===== src/hw/rtl/npc_pkg.sv =====
`timescale 1ns / 1ps

package npc_pkg;

    localparam int TARGET_COLORS = 16;
    localparam int SOURCE_COLORS = 256;

    localparam int TGT_W  = $clog2(TARGET_COLORS);
    localparam int SRC_W  = $clog2(SOURCE_COLORS);
    localparam int SQ_W   = 16;
    localparam int DIST_W = SQ_W + 2;

    typedef enum logic [1:0] {
        OP_LOAD_SRC = 2'd0,
        OP_LOAD_TGT = 2'd1,
        OP_PIXEL    = 2'd2
    } op_t;

    typedef enum logic [2:0] {
        ST_IDLE,
        ST_REDUCE,
        ST_SEARCH,
        ST_DRAIN,
        ST_FINISH
    } state_t;

    typedef struct packed {
        logic [7:0] red;
        logic [7:0] green;
        logic [7:0] blue;
    } rgb_t;

    // squared component differences for one target entry, tagged with its index
    typedef struct packed {
        logic             valid;
        logic [TGT_W-1:0] tag;
        logic [SQ_W-1:0]  sq_red;
        logic [SQ_W-1:0]  sq_green;
        logic [SQ_W-1:0]  sq_blue;
    } sq_t;

    function automatic rgb_t default_target(int unsigned i);
        rgb_t c;
        c.red   = ((i & 8) != 0) ? 8'd192 : 8'd64;
        c.green = 8'(32 + 64 * (i & 3));
        c.blue  = ((i & 4) != 0) ? 8'd192 : 8'd64;
        return c;
    endfunction

endpackage


===== src/hw/rtl/npc_sqdist.sv =====
`timescale 1ns / 1ps

module npc_sqdist
    import npc_pkg::*;
(
    input  logic             aclk,
    input  logic             aresetn,
    input  logic             issue,
    input  logic [TGT_W-1:0] tag,
    input  rgb_t             color_a,
    input  rgb_t             color_b,
    output sq_t              result
);

    sq_t result_reg;

    function automatic logic [SQ_W-1:0] sq_diff(logic [7:0] a, logic [7:0] b);
        logic [7:0] d;
        d = (a >= b) ? (a - b) : (b - a);
        return SQ_W'(d) * SQ_W'(d);
    endfunction

    always_ff @(posedge aclk) begin
        if (!aresetn) begin
            result_reg.valid <= 1'b0;
        end else begin
            result_reg.valid <= issue;
        end
        result_reg.tag      <= tag;
        result_reg.sq_red   <= sq_diff(color_a.red,   color_b.red);
        result_reg.sq_green <= sq_diff(color_a.green, color_b.green);
        result_reg.sq_blue  <= sq_diff(color_a.blue,  color_b.blue);
    end

    assign result = result_reg;

endmodule


===== config.mk =====
export PLATFORM = sky130hd
export DESIGN_NAME = npc_sqdist
export DESIGN_NICKNAME = d
export VERILOG_FILES = /design/src/hw/rtl/npc_pkg.sv /design/src/hw/rtl/npc_sqdist.sv
export SDC_FILE = /design/constraint.sdc
export NUM_CORES = 1
export LEC_CHECK = 0
export ABC_AREA = 1
export BUFFER_PORTS_ARGS = -buffer_cell sky130_fd_sc_hd__buf_2
export CAP_MARGIN = 20
export CORE_UTILIZATION = 30
export CTS_CLUSTER_DIAMETER = 50
export DETAILED_ROUTE_END_ITERATION = 10
export PLACE_DENSITY = 0.53
export SYNTH_ARGS = -nofsm -noshare
export SYNTH_HDL_FRONTEND = slang
export SYNTH_SLANG_ARGS = --single-unit

===== constraint.sdc =====
create_clock -name aclk -period 7.1 [get_ports aclk]
set_clock_uncertainty 0.2 [all_clocks]
set_input_delay 1.42 -clock aclk [delete_from_list [all_inputs] [get_ports aclk]]
set_output_delay 1.42 -clock aclk [all_outputs]
set_load 0.01 [all_outputs]

-- Word level (Yosys, flattened, before mapping)
Index checks and enable logic that the tools add are counted.
- add/subtract/negate cells: 6
- multipliers: 3
- $lt $le $gt $ge: 3
- multiplexer cells: 3
- operator list (operator ; number):
    $mul 8x8->16 ; 3
    $sub 8x8->8 ; 6
    $ge 8x8->1 ; 3
    $mux 8 ; 3
- register bits after elaboration: 53
- bits of input ports: 55
- output and inout bits: 53

-- Longest topological paths before layout
- depth in word-level cells: 3
- gate-level depth with buffers: 32
- depth with buffers taken out: 32

-- Worst setup path after synthesis
OpenSTA, ideal clock, no wires.
- kind: input to register
- start: in color_a[16] (netlist name)
- end: reg result_reg (netlist bit result[44])
- data arrival time: 6.331 ns
- setup slack: 0.498 ns
- stages: 27
- path through: inv_1 ha_1 inv_1 fa_1 nand3_1 nand3_1 o21ai_1 nand2_2 o21ai_2 clkinv_1 nor2_1 fa_1 xnor2_1 o21bai_1 nand2_1 fa_1 inv_1 fa_1 inv_1 ha_1 nand2_1 o21ai_0 a21oi_1 o21ai_0 nand2_1 nand2_1 xor2_1
- cells in the longest elaborated chain, start to end: 3
- RTL lines (what ; line ; source):
    start, declared ; npc_sqdist.sv:10 ; input rgb_t color_a,
    $sub 8x8->8 / $ge 8x8->1 (equally long branches) ; npc_sqdist.sv:19 ; d = (a >= b) ? (a - b) : (b - a);
    $mux 8 * ; npc_sqdist.sv:19 ;
    $mul 8x8->16 * ; npc_sqdist.sv:20 ; return SQ_W'(d) * SQ_W'(d);
    end, declared ; npc_sqdist.sv:15 ; sq_t result_reg;
Mark *: on every way between the ends. The rest lies on a longest branch, timed or not.
A chain may end at the register's enable or synchronous reset.

-- Worst setup path after layout
- start: in color_a[16] (netlist name)
- end: reg result_reg (netlist bit result[47])
Same word-level chain as after synthesis.

==> results_tabular.tex <==
\begin{tabular}{lr}
\hline
Metric & Value \\
\hline
\multicolumn{2}{l}{\textbf{Run status}} \\
\quad Status & completed \\
\multicolumn{2}{l}{\textbf{Synthesis}} \\
\quad Post-synthesis cell type count & 41 \\
\quad Top-count cell post-synth & inv\_1 \\
\quad Ys async rst share & 0 \\
\quad Share of synthesized area occupied by flip-flops and latches & 0.122 \\
\quad Post-Synthesis Cells & 1105 \\
\quad Cells taking the most area after synthesis & ha\_1, fa\_1, dfxtp\_1 \\
\quad Most instantiated flip-flop cell in the synthesis netlist & dfxtp\_1 \\
\quad Largest area contributor in the netlist & ha\_1 \\
\quad Top-area cell type share of the netlist area & 0.203 \\
\quad Synth cell count leaders & inv\_1, nand2\_1, ha\_1, nor2\_1, fa\_1 \\
\quad Number of register bits inferred by synthesis & 50 \\
\quad Average cell area after synthesis & between 7 and 8 sq um \\
\quad Total of warnings raised by yosys & 0 \\
\quad Synthesized area & 8180 sq um \\
\quad Count of flip-flops with a built-in enable after synthesis & 0 \\
\multicolumn{2}{l}{\textbf{Setup path}} \\
\quad Critical-path top delay cell & fa\_1 \\
\quad Maximum single-stage delay on the critical path & $\sim$0.54 ns \\
\quad Worst EP arrival & approximately 6.8 ns \\
\quad Source of the critical timing path & color\_a[16] \\
\quad Worst Setup End Kind & flop \\
\quad Crit start category & input pin \\
\quad Cell family with the largest share of critical-path delay & adder cells \\
\quad Most used cell, CP & inv\_1 \\
\quad CP Data Required Time & roughly 7 ns \\
\quad Crit path buffers/inverters & 7 \\
\quad Class of the most critical setup path & input pin to flop \\
\quad Maximum fanout count along the critical path & 5 \\
\multicolumn{2}{l}{\textbf{Detailed routing}} \\
\quad Count of nets left with antenna violations after detail routing & 0 \\
\quad Total iterations of the first detailed-routing run & 4 \\
\quad Number of remaining DRC errors & 0 \\
\quad Initial detailed-routing violation count & approximately 270 \\
\quad Average vias per placed instance & 4.39 \\
\quad Routed len/inst & about 11 um \\
\quad Post-Route WL & 17.0 mm \\
\quad Total via count after detailed routing & approximately 6900 \\
\multicolumn{2}{l}{\textbf{STA}} \\
\quad Post-route fraction of the period consumed by the critical path & 0.945 \\
\quad RSZ-0062 raised after global routing & false \\
\quad Final Hold Violating Endpoints & 0 \\
\quad Total negative setup slack & 0 ns \\
\quad Number of failing setup endpoints in the final timing report & 0 \\
\quad Max Slew Vio Count & 0 \\
\quad Upper clock frequency limit & 149 MHz \\
\quad Min Clock Period, post-route & about 6.7 ns \\
\multicolumn{2}{l}{\textbf{Clock network}} \\
\quad TritonCTS clock tree & built \\
\quad Sinks on the clock net & 50 \\
\quad Number of CTS-inserted buffers & 5 \\
\quad Clock slew at reported path FFs & around 0.070 ns \\
\quad Maximum root-to-sink buffer count & 2 \\
\quad H-Tree Level Count & 2 \\
\quad Root Driver & clkbuf\_16 \\
\multicolumn{2}{l}{\textbf{Place}} \\
\quad Routability congestion estimate & 0.852 \\
\quad Post-placement cell area & roughly 9300 sq um \\
\quad Total of buffers placed on input and output ports & between 100 and 150 \\
\quad Detail Placement HPWL & around 15 mm \\
\multicolumn{2}{l}{\textbf{Hold path}} \\
\quad Min-Delay Path Depth & 1 \\
\quad Hold Path Origin & tag[3] \\
\quad Endpoint with the worst hold slack & result[51]\$\_DFF\_P\_ \\
\quad Worst min-delay path category & input pin to flop \\
\multicolumn{2}{l}{\textbf{Floorplanning}} \\
\quad Chip width & about 170 um \\
\quad Boundary Pins & 108 \\
\quad Floorplan die height & between 150 and 200 um \\
\quad Die Footprint & $\sim$28000 sq um \\
\quad Area of the core & roughly 27000 sq um \\
\quad Count of standard-cell rows & 60 \\
\quad Initial Utilization & 0.304 \\
\multicolumn{2}{l}{\textbf{Global routing}} \\
\quad Wire length of the first global-routing pass & 30.8 mm \\
\quad Total overflow reported by the global router & 0 \\
\quad Maximum number of pins on one net before global-route repair & 19 \\
\quad Number of global-route vias before repair & 6960 \\
\quad Number of antenna violations at the first check in global routing & 0 \\
\quad Global-route usage over all layers & 0.132 \\
\multicolumn{2}{l}{\textbf{Cells and area}} \\
\quad Syn-to-layout area delta & 15.4\% \\
\quad Flip-flop count of the largest register, all copies and words added & 50 \\
\quad Number of diodes & 0 \\
\quad Nets & 1501 \\
\quad Fraction of layout instances using a drive strength above 1 & 0.145 \\
\quad Fin area & around 9400 sq um \\
\multicolumn{2}{l}{\textbf{Job}} \\
\quad Number of violations of the max-capacitance limit & 0 \\
\hline
\end{tabular}
-- routing by layer --
| layer | track usage | part of all wire | up-vias |
|---|---|---|---|
| met4 | 0.0238 | 0.0073 | 0 |
| met2 | 0.229 | 0.46 | 108 |
| met1 | 0.173 | 0.49 | 3196 |
| li1 | - | - | 3612 |
| met5 | 0 | 0 | - |
| met3 | 0.0208 | 0.040 | 6 |
-- cell usage in the layout (no fill, tap or decap), drive strengths merged, types with 4 or more instances in the layout --
master / instances
inv: 259
nand2: 227
ha: 133
buf: 132
nor2: 103
fa: 79
a21oi: 59
dfxtp: 50
o21ai: 40
xor2: 38
nand3: 35
xnor2: 27
o21bai: 10
nand4: 6
clkbuf: 5
nor3: 5
a21o: 4
-- how the worst max path moves through the flow --
stage | end | slack (ns) | cells after the start
global placement | result[28]$_DFF_P_ | 0.14 | 27
CTS | result[47]$_DFF_P_ | 0.39 | 27
detailed placement | result[47]$_DFF_P_ | 0.09 | 27
finish | result[47]$_DFF_P_ | 0.39 | 27
floorplan | result[44]$_DFF_P_ | 0.50 | 27
global route | result[31]$_DFF_P_ | 0.009 | 30
-- cell families (layout without fill, tap and decap cells) --
group,count (synthesis),count (layout),synth area share
AO/OA/AOI/OAI,123,123,0.0860
other,1,3,0.000459
AND/OR/NAND/NOR,382,383,0.196
XOR/XNOR,65,65,0.0696
buffers and inverters,272,399,0.129
adder cells (fa/ha/maj),212,212,0.397
flip-flops,50,50,0.122
-- area by class of cell --
type,count,area [sq um]
Tap cell,341,427
Fill cell,2916,17400
Inverter,259,972
Multi-Input combinational cell,786,6150
Timing Repair Buffer,132,731
Clock buffer,5,125
Clock inverter,3,28.8
Sequential cell,50,1000
-- through the flow --
stage / hold slack, ns / cells / util / setup slack [ns]
after floorplan: 1.25 / 1107 / - / 0.498
after global placement: 1.32 / 1566 / 0.344 / 0.140
after detailed placement: 1.32 / 1566 / 0.344 / 0.0871
after CTS: 1.00 / 1574 / 0.350 / 0.386
after global routing: 0.993 / 1576 / 0.351 / 0.00908
final: 1.01 / 1576 / 0.351 / 0.391
-- repair_timing --
item,4_1_cts,5_1_grt
resized for setup,0,2
buffers inserted,0,1
setup endpoints to repair,0,1
hold buffers,0,0
endpoints found under the hold margin,0,0
Power is not shown: default switching activity piles up to over one toggle a cycle in this logic, so the estimate is an artifact.
